### config.mk
export PLATFORM = sky130hd
export DESIGN_NAME = hysteresis_pulse_width_averager
export DESIGN_NICKNAME = d
export VERILOG_FILES = /design/src/design/hpwa_pkg.sv /design/src/design/hpwa_datapath.sv /design/src/design/hpwa_controller.sv /design/src/design/hysteresis_pulse_width_averager.sv
export SDC_FILE = /design/constraint.sdc
export NUM_CORES = 1
export LEC_CHECK = 0
export ABC_CLOCK_PERIOD_IN_PS = 19160
export BUFFER_PORTS_ARGS = -buffer_cell sky130_fd_sc_hd__buf_2
export CORE_UTILIZATION = 35
export DETAILED_ROUTE_END_ITERATION = 7
export HOLD_SLACK_MARGIN = 0.06
export PLACE_DENSITY_LB_ADDON = 0.12
export SLEW_MARGIN = 20
export SYNTH_ARGS = -nofsm -noshare
export SYNTH_HDL_FRONTEND = slang
export SYNTH_SLANG_ARGS = --single-unit
export TNS_END_PERCENT = 5
### constraint.sdc
create_clock -name clk -period 19.16 [get_ports clk]
set_clock_uncertainty 0.05 [all_clocks]
set_input_delay 4.79 -clock clk [delete_from_list [all_inputs] [get_ports clk]]
set_output_delay 4.79 -clock clk [all_outputs]
set_load 0.05 [all_outputs]
### src/design/hpwa_pkg.sv
// Package for the hysteresis pulse-width averager.
// Holds shared constants, the controller state type and the command/status structs.
// No dependencies.
`timescale 1ns / 1ps
`default_nettype none

package hpwa_pkg;

    localparam int unsigned SAMPLE_W     = 16;
    localparam int unsigned TICK_W       = 32;
    localparam int unsigned COUNT_W      = 16;
    localparam int unsigned CFG_W        = 16;
    localparam int unsigned CFG_IDX_W    = 2;
    localparam int unsigned IN_DATA_W    = 48;
    localparam int unsigned OUT_DATA_W   = 48;
    localparam int unsigned DIV_STEPS    = TICK_W;
    localparam int unsigned DIV_CNT_W    = $clog2(DIV_STEPS);

    localparam logic [COUNT_W-1:0] WARMUP_PULSES = 16'd4;

    localparam logic [CFG_W-1:0] HIGH_THR_RESET = 16'd6552;
    localparam logic [CFG_W-1:0] LOW_THR_RESET  = 16'd1000;
    localparam logic [CFG_W-1:0] TARGET_RESET   = 16'd50;

    localparam logic [CFG_IDX_W-1:0] REG_HIGH_THR = 2'd0;
    localparam logic [CFG_IDX_W-1:0] REG_LOW_THR  = 2'd1;
    localparam logic [CFG_IDX_W-1:0] REG_TARGET   = 2'd2;

    typedef enum logic [2:0] {
        ST_IDLE   = 3'b001,
        ST_DIVIDE = 3'b010,
        ST_DONE   = 3'b100
    } ctrl_state_t;

    typedef struct packed {
        logic step;
        logic div_step;
        logic load_out;
    } dp_cmd_t;

    typedef struct packed {
        logic emit;
    } dp_stat_t;

endpackage

`default_nettype wire

### src/design/hpwa_datapath.sv
// Datapath of the hysteresis pulse-width averager: configuration registers,
// pulse tracking state, a bit-serial restoring divider and the output payload.
// Depends on hpwa_pkg.
`timescale 1ns / 1ps
`default_nettype none

module hpwa_datapath (
    input  wire logic                           clk,
    input  wire logic                           rst_n,
    input  wire logic                           cfg_we,
    input  wire logic [hpwa_pkg::CFG_IDX_W-1:0] cfg_index,
    input  wire logic [hpwa_pkg::CFG_W-1:0]     cfg_wdata,
    input  wire logic [hpwa_pkg::SAMPLE_W-1:0]  sample,
    input  wire logic [hpwa_pkg::TICK_W-1:0]    timestamp,
    input  wire hpwa_pkg::dp_cmd_t              cmd,
    output hpwa_pkg::dp_stat_t                  stat,
    output logic [hpwa_pkg::TICK_W-1:0]         average_high_time,
    output logic [hpwa_pkg::COUNT_W-1:0]        pulses_counted
);
    import hpwa_pkg::*;

    logic [CFG_W-1:0]   high_thr_reg;
    logic [CFG_W-1:0]   low_thr_reg;
    logic [CFG_W-1:0]   target_reg;

    logic               warming_reg;
    logic               active_reg;
    logic [COUNT_W-1:0] count_reg;
    logic [TICK_W-1:0]  start_reg;
    logic [TICK_W-1:0]  sum_reg;

    logic               warming_next;
    logic               active_next;
    logic [COUNT_W-1:0] count_next;
    logic [TICK_W-1:0]  start_next;
    logic [TICK_W-1:0]  sum_next;

    logic [TICK_W-1:0]  quot_reg;
    logic [COUNT_W-1:0] divisor_reg;
    logic [COUNT_W-1:0] rem_reg;
    logic [TICK_W-1:0]  avg_reg;
    logic [COUNT_W-1:0] cnt_out_reg;

    logic               at_high;
    logic               at_low;
    logic               act_tmp;
    logic               end_pulse;
    logic [TICK_W-1:0]  start_tmp;
    logic [COUNT_W-1:0] cnt_tmp;
    logic [COUNT_W-1:0] target_eff;
    logic               emit;
    logic [COUNT_W:0]   rem_shift;
    logic               rem_ge;

    assign at_high    = sample >= high_thr_reg;
    assign at_low     = sample <= low_thr_reg;
    assign target_eff = (target_reg == '0) ? COUNT_W'(1) : target_reg;

    always_comb
    begin
        warming_next = warming_reg;
        active_next  = active_reg;
        count_next   = count_reg;
        start_next   = start_reg;
        sum_next     = sum_reg;
        emit         = 1'b0;
        act_tmp      = active_reg | at_high;
        end_pulse    = at_low & act_tmp;
        start_tmp    = (at_high && !active_reg) ? timestamp : start_reg;
        cnt_tmp      = end_pulse ? count_reg + COUNT_W'(1) : count_reg;
        if (warming_reg)
        begin
            active_next = act_tmp & ~end_pulse;
            count_next  = cnt_tmp;
            if (cnt_tmp >= WARMUP_PULSES)
            begin
                count_next   = '0;
                warming_next = 1'b0;
            end
        end
        else
        begin
            active_next = act_tmp & ~end_pulse;
            start_next  = start_tmp;
            count_next  = cnt_tmp;
            if (end_pulse)
            begin
                sum_next = sum_reg + (timestamp - start_tmp);
            end
            if (cnt_tmp >= target_eff)
            begin
                emit         = 1'b1;
                warming_next = 1'b1;
                active_next  = 1'b0;
                count_next   = '0;
                start_next   = '0;
                sum_next     = '0;
            end
        end
    end

    assign stat.emit = emit;

    always_ff @(posedge clk or negedge rst_n)
    begin
        if (!rst_n)
        begin
            high_thr_reg <= HIGH_THR_RESET;
            low_thr_reg  <= LOW_THR_RESET;
            target_reg   <= TARGET_RESET;
        end
        else if (cfg_we)
        begin
            case (cfg_index)
                REG_HIGH_THR: high_thr_reg <= cfg_wdata;
                REG_LOW_THR:  low_thr_reg  <= cfg_wdata;
                REG_TARGET:   target_reg   <= cfg_wdata;
                default:      ;
            endcase
        end
    end

    always_ff @(posedge clk or negedge rst_n)
    begin
        if (!rst_n)
        begin
            warming_reg <= 1'b1;
            active_reg  <= 1'b0;
            count_reg   <= '0;
            start_reg   <= '0;
            sum_reg     <= '0;
        end
        else if (cmd.step)
        begin
            warming_reg <= warming_next;
            active_reg  <= active_next;
            count_reg   <= count_next;
            start_reg   <= start_next;
            sum_reg     <= sum_next;
        end
    end

    // One quotient bit per cycle while cmd.div_step is asserted, most significant first.
    assign rem_shift = {rem_reg, quot_reg[TICK_W-1]};
    assign rem_ge    = rem_shift >= {1'b0, divisor_reg};

    always_ff @(posedge clk)
    begin
        if (cmd.step && emit)
        begin
            quot_reg    <= sum_reg + ((end_pulse) ? (timestamp - start_tmp) : '0);
            divisor_reg <= cnt_tmp;
            rem_reg     <= '0;
        end
        else if (cmd.div_step)
        begin
            quot_reg <= {quot_reg[TICK_W-2:0], rem_ge};
            rem_reg  <= rem_ge ? COUNT_W'(rem_shift - {1'b0, divisor_reg})
                               : rem_shift[COUNT_W-1:0];
        end
        if (cmd.load_out)
        begin
            avg_reg     <= quot_reg;
            cnt_out_reg <= divisor_reg;
        end
    end

    assign average_high_time = avg_reg;
    assign pulses_counted    = cnt_out_reg;

endmodule

`default_nettype wire

### src/design/hpwa_controller.sv
// Controller of the hysteresis pulse-width averager: input handshake,
// divider sequencing and output valid.
// Depends on hpwa_pkg.
`timescale 1ns / 1ps
`default_nettype none

module hpwa_controller (
    input  wire logic               clk,
    input  wire logic               rst_n,
    input  wire logic               s_tvalid,
    output logic                    s_tready,
    output logic                    m_tvalid,
    input  wire logic               m_tready,
    input  wire hpwa_pkg::dp_stat_t stat,
    output hpwa_pkg::dp_cmd_t       cmd
);
    import hpwa_pkg::*;

    ctrl_state_t          state_reg;
    ctrl_state_t          state_next;
    logic [DIV_CNT_W-1:0] step_reg;
    logic [DIV_CNT_W-1:0] step_next;
    logic                 valid_reg;
    logic                 valid_next;
    logic                 out_free;

    assign out_free = !valid_reg || m_tready;

    always_comb
    begin
        state_next   = state_reg;
        step_next    = step_reg;
        valid_next   = valid_reg && !m_tready;
        cmd.step     = 1'b0;
        cmd.div_step = 1'b0;
        cmd.load_out = 1'b0;
        s_tready     = 1'b0;
        case (state_reg)
            ST_IDLE:
            begin
                s_tready = 1'b1;
                cmd.step = s_tvalid;
                if (s_tvalid && stat.emit)
                begin
                    state_next = ST_DIVIDE;
                    step_next  = '0;
                end
            end
            ST_DIVIDE:
            begin
                cmd.div_step = 1'b1;
                step_next    = step_reg + DIV_CNT_W'(1);
                if (step_reg == DIV_CNT_W'(DIV_STEPS - 1))
                begin
                    state_next = ST_DONE;
                end
            end
            ST_DONE:
            begin
                if (out_free)
                begin
                    cmd.load_out = 1'b1;
                    valid_next   = 1'b1;
                    state_next   = ST_IDLE;
                end
            end
            default:
            begin
                state_next = ST_IDLE;
            end
        endcase
    end

    always_ff @(posedge clk or negedge rst_n)
    begin
        if (!rst_n)
        begin
            state_reg <= ST_IDLE;
            step_reg  <= '0;
            valid_reg <= 1'b0;
        end
        else
        begin
            state_reg <= state_next;
            step_reg  <= step_next;
            valid_reg <= valid_next;
        end
    end

    assign m_tvalid = valid_reg;

endmodule

`default_nettype wire

### src/design/hysteresis_pulse_width_averager.sv
// Top level of the hysteresis pulse-width averager.
// An item that causes no result is accepted while idle; the next may follow at once.
// An item that completes a run occupies the bit-serial divider (ST_DIVIDE), then
// ST_DONE loads the output register and raises the output valid; input stalls
// until then, longer while an earlier result waits to be taken.
// rst_n (asynchronous, active low) restores register defaults and tracking/control state.
`timescale 1ns / 1ps
`default_nettype none

module hysteresis_pulse_width_averager (
    input  wire logic                            clk,
    input  wire logic                            rst_n,
    input  wire logic                            cfg_we,
    input  wire logic [hpwa_pkg::CFG_IDX_W-1:0]  cfg_index,
    input  wire logic [hpwa_pkg::CFG_W-1:0]      cfg_wdata,
    input  wire logic                            s_tvalid,
    output logic                                 s_tready,
    input  wire logic [hpwa_pkg::IN_DATA_W-1:0]  s_tdata,  // sample, timestamp
    output logic                                 m_tvalid,
    input  wire logic                            m_tready,
    output logic [hpwa_pkg::OUT_DATA_W-1:0]      m_tdata   // average_high_time, pulses_counted
);
    import hpwa_pkg::*;

    dp_cmd_t             cmd;
    dp_stat_t            stat;
    logic [TICK_W-1:0]   average_high_time;
    logic [COUNT_W-1:0]  pulses_counted;

    hpwa_controller u_ctrl (
        .clk      (clk),
        .rst_n    (rst_n),
        .s_tvalid (s_tvalid),
        .s_tready (s_tready),
        .m_tvalid (m_tvalid),
        .m_tready (m_tready),
        .stat     (stat),
        .cmd      (cmd)
    );

    hpwa_datapath u_dp (
        .clk               (clk),
        .rst_n             (rst_n),
        .cfg_we            (cfg_we),
        .cfg_index         (cfg_index),
        .cfg_wdata         (cfg_wdata),
        .sample            (s_tdata[SAMPLE_W-1:0]),
        .timestamp         (s_tdata[SAMPLE_W+TICK_W-1:SAMPLE_W]),
        .cmd               (cmd),
        .stat              (stat),
        .average_high_time (average_high_time),
        .pulses_counted    (pulses_counted)
    );

    assign m_tdata = {pulses_counted, average_high_time};

endmodule

`default_nettype wire
; After elaboration in Yosys (flattened, before gate mapping)
; Cells that the tools add are included.
[totals]
in_bits = 71
regBits = 251
output_inout_bits = 50
elab_cells = 93
[op_classes]
addsub = 6
n_lt_le_gt_ge = 5
n_reduce_logical = 20
bitwise_logic = 5
mux = 32
n_eq_ne = 9
[op_table]
columns = op, count
row1 = $mux W32, 7
row2 = $mux W16, 6
row3 = $add A32 B32 Y32, 2
row4 = $ge A16 B16 Y1, 2
row5 = $sub A32 B32 Y32, 1
row6 = $ge A17 B16 Y1, 1
row7 = $add A16 B1 Y16 const B, 1
row8 = $ge A16 B3 Y1 const B, 1
row9 = $le A16 B16 Y1, 1
row10 = $logic_not A16 Y1, 1
row11 = $sub A16 B16 Y16, 1
row12 = $mux W1, 13
row13 = $pmux W5 S2, 1
row14 = $reduce_and A2 Y1, 5
row15 = $mux W3, 3
row16 = $pmux W3 S3, 1
row17 = $ne A2 B1 Y1 const B, 3
row18 = $reduce_and A3 Y1, 2
row19 = $reduce_bool A2 Y1, 3
row20 = $add A5 B1 Y5 const B, 1
row21 = $eq A5 B5 Y1 const B, 1
row22 = $mux W5, 1
row23 = $logic_and A1 B1 Y1, 4
row24 = $eq A3 B1 Y1 const B, 1
row25 = 10 further kinds, 14

; Depth between registers and ports, before layout
[logic_depth]
word_depth = 10
depth_mapped = 35

; By module
; From an unflattened synthesis, not the netlist that was laid out.
[hier_totals]
cells_unflattened = 1724
hier_area_um2 = 16672.2
[by_module_without_submodules]
columns = mod, seq_area_each_um2, cells_per_inst, area_per_inst_um2, instances
row1 = hpwa_datapath, 6476.2, 1673, 16130.5, 1
row2 = hpwa_controller, 226.5, 51, 541.8, 1

; Worst setup path before layout
; OpenSTA, ideal clock, no wires.
[synth_path]
path_type = input to register
start = input s_tdata[5] in the netlist's numbering
end = register u_dp.quot_reg[29] (data pin)
arrival_ps = 10997
required_ps = 18972
path_stages = 33
setup_slack_ps = 7975
cell_sequence = ha_1 > and3_1 > a2111oi_0 > o21ai_0 > a21oi_1 > nor2_1 > mux2_2 > ha_1 > inv_1 > fa_1 > a21o_1 > a21oi_2 > o21bai_2 > a2111oi_4 > nor2_1 > nand2_1 > a21oi_1 > xor2_1 > nor2b_1 > ha_1 > clkbuf_1 > a21o_1 > a21o_1 > a2111oi_2 > o31ai_1 > a221oi_1 > nor3_1 > a21oi_1 > o21ba_2 > o21ba_2 > o21bai_1 > or4b_1 > nand3_1
[synth_between]
elab_chain_len = 9
elab_cells_between_ends = 15
classes_between = add/sub: 2 / order compare: 3 / mux: 6 / bitwise: 2 / reduce/logical: 2
[synth_rtl]
columns = element, line
row1 = start: declaration, hysteresis_pulse_width_averager.sv:18  ; input wire logic [hpwa_pkg::IN_DATA_W-1:0] s_tdata,
row2 = branches (longest 8 deep; another with $sub A32 B32 Y32), --
row3 = $mux W32 (*), hpwa_datapath.sv:149  ; if (cmd.step && emit)
row4 = end signal: assignment, hpwa_datapath.sv:151  ; quot_reg <= sum_reg + ((end_pulse) ? (timestamp - start_tmp) : '0);
row5 = end signal: assignment, hpwa_datapath.sv:157  ; quot_reg <= {quot_reg[TICK_W-2:0], rem_ge};
row6 = end: declaration, hpwa_datapath.sv:38  ; logic [TICK_W-1:0] quot_reg;
; Every way passes the cells marked *.
; A chain may end at the register's enable or synchronous reset.

; Final worst setup path
; Ends and elaborated chain as after synthesis.

==> impl_metrics.yaml <==
clock_tree:
  cts_buffers: 30
  clock_path_buffers: 3
  post_cts_resized: 0
  ctsRootBufferMaster: "clkbuf_16"
  h-tree-depth: 1
  post_cts_buffers: 0
  clkTransAtPathRegs_ps: 50
  cts_hold_buf: 0
  cts_sinks: 251
  clk_latency_ps: 580
  tritoncts: "done"
synth:
  synthAdderAreaFrac_pct: 12.6
  ys_ff_latch: 251
  synth_mux_area_share_pct: 5.47
  yosysWarnings: 0
  synthXorXnorAreaFrac_pct: 5.61
  synthTopCellsByArea: "dfrtp_1, edfxtp_1, ha_1, nand2_1, o21ai_0"
  synth-async-reset-ratio_pct: 55.4
  ys_seq_area_share_pct: 40.5
  synth_top_family_by_area: "compound AO/OA/AOI/OAI gates"
  synth_cells: 1719
  ys_types: 73
  yosys.area.top_type: "dfrtp_1"
  synth.top_cell.area_share_pct: 18.4
  synth-simple-area-share_pct: 14.1
  synth_area_mm2: 0.0166
  synth.net_count: 1955
  synth.avg_cell_area_um2: 9.63
  synth_compound_area_share_pct: 18.0
  synth_edf_count: 96
  synth_common_cells: "nand2_1, ha_1, o21ai_0, dfrtp_1, inv_1"
  yosysMostFrequentCell: "nand2_1"
  synthFlopType: "dfrtp_1"
sta:
  fin_crit_sh_pct: 61.8
  hold_viol_final: 0
  tns_ps: 0
  slew_headroom_pct: 28.5
  tightest_slew_ps: 1070
  finalSetupViolCount: 0
  slew_viol_final: 0
  rsz0062_at_grt: "false"
  fmax_mhz: 84.5
  post-route-min-period_ps: 11830
worst_setup_path:
  r2r_start: "u_dp.high_thr_reg[4]"
  r2r-end: "u_dp.quot_reg[29]"
  r2r.worst_path.cells: 34
  cp_common_cell: "a21oi_1"
  cp_slowest_cell: "or4b_1"
  end_kind: "flop"
  critPathArrivalTime_ps: 12200
  crit_path_start_kind: "input pin"
  critical_path_class: "input pin to flop"
  max_stage_delay_ps: 470
  crit_fanout: 33
  r2r_setup_slack_ps: 11180
  cp_data_required_time_ps: 19530
global_route:
  antenna_found_initial: 1
  grt_overflow: 0
  grtUsageTotal_pct: 17.4
  grt_pass1_wl_um: 67000
  grt_pass1_vias: 12304
  grt_start_max_net_pins: 71
floorplanning:
  pin_count: 121
  core_mm2: 0.0467
  start_util_pct: 35.5
  fp.dieW_um: 220
  die_area_mm2: 0.0482
  row_count: 79
  die_h_um: 220
route:
  drtPass1Iterations: 7
  routed_wirelength_um: 41800
  drt_iter0_markers: 668
  wl_per_cell_um: 17.0
  drtAntennaViolNets: 0
  drc: 4
  vias: 12589
  vias_per_cell: 5.11
layout:
  diodes: 0
  final_nets: 2070
  syn_to_final_growth_pct: 13.8
  multi_input_area_mm2: 0.00929
  seq_area_mm2: 0.00670
  nFillCells: 4650
  final_util_pct: 40.4
  drive_gt1_share_pct: 14.1
  final_area_mm2: 0.0188
min_path:
  min_to: "u_dp.average_high_time[20]"
  hold_depth: 0
  hold_start: "u_dp.quot_reg[20]"
  min_path_type: "flop to flop"
status:
  violations: "DRC"
  status: "complete, but fails checks"
flow_run:
  maxCapViolCount: 0
power:
  p_leak_nw: 8.44
  powerDensity_mw_per_mm2: 177
  ir_drop_v: 0.0000651
placement:
  dpl_cell_area_mm2: 0.0179
  io_buffer_count: 120
  dp_hpwl_um: 31700
  gp_congestion: 0.865
-- per-stage QoR --
step / std cells / power [mW] / setup slack, ps / hold WS, ps
after global routing: 2465 / 3.63 / 6680 / 415
after CTS: 2465 / 3.35 / 7340 / 400
final: 2465 / 3.33 / 7330 / 398
after detailed placement: 2409 / 2.75 / 6760 / 387
after floorplan: 1719 / 2.30 / 7980 / 372
after global placement: 2409 / 2.74 / 6840 / 391
-- cells in the final DEF, fill, tap and decap left out, types with 15 or more instances in the layout --
cell         n
dfrtp_1    122
nor2_1      90
o21a_1      17
dfstp_2     17
o21ai_0    141
nand2b_1    18
nand3_1     34
ha_1       161
mux2_2      36
buf_4       15
xor2_1      44
edfxtp_1    96
nand4_1     18
o31ai_1     39
buf_2      119
clkbuf_16   31
xnor2_1     62
nor3_1      25
inv_1      108
a21o_1      61
nor2b_1     43
mux2i_1     50
a21oi_1     87
dfxtp_1     16
nand2_1    195
-- cell families after synthesis --
logic type / after synthesis
DFF: 251
xor gates and xnor gates: 106
adders and majority gates: 165
muxes: 86
buffers and inverters: 160
and+or+nand+nor: 493
AOI/OAI and AO/OA: 458
-- where the power goes --
part | internal [mW] | switching (mW) | leakage [nW] | total [mW]
logic | 0.848 | 1.14 | 5.25 | 1.98
registers | 0.680 | 0.0902 | 2.72 | 0.770
clock network | 0.338 | 0.235 | 0.467 | 0.573
-- per-layer routing --
metal  track usage, %  vias to the layer above  wire [µm]  share of wire [%]
met3             2.08                       39       1650                3.9
met1             26.3                     5896      21800                 52
met4             3.43                        2        549                1.3
met5                0                        -         13              0.031
li1                 -                     6446          -                  -
met2             26.5                      206      17800                 43
-- critical path: cells and delay by family --
family / cells / cell delay [ps]
XOR/XNOR: 1 / 310
multiplexers: 1 / 310
adder cells (fa/ha/maj): 4 / 1170
AND/OR/NAND/NOR: 8 / 1220
buffers and inverters: 3 / 470
AO/OA/AOI/OAI: 18 / 3910
-- worst max path at each step --
| stage | start | to | slack (ps) | cells past startpoint |
|---|---|---|---|---|
| CTS | s_tdata[5] | u_dp.quot_reg[29] | 7340 | 34 |
| global placement | s_tdata[5] | u_dp.quot_reg[29] | 6840 | 35 |
| floorplan | s_tdata[5] | u_dp.quot_reg[29] | 7980 | 33 |
| finish | s_tdata[5] | u_dp.quot_reg[29] | 7330 | 35 |
| detailed placement | s_tdata[5] | u_dp.quot_reg[29] | 6760 | 34 |
| global route | s_tdata[5] | u_dp.quot_reg[27] | 6680 | 33 |
-- cell type report --
class	instances	area share [%]
multi-input cells	1308	49.3
flip-flops and latches	251	35.6
clock buffers	39	4.33
well taps	607	4.03
repair buffers	135	3.82
inverters	108	2.15
clock inverters	17	0.843
Note: power is estimated with default switching activity, not from simulation.
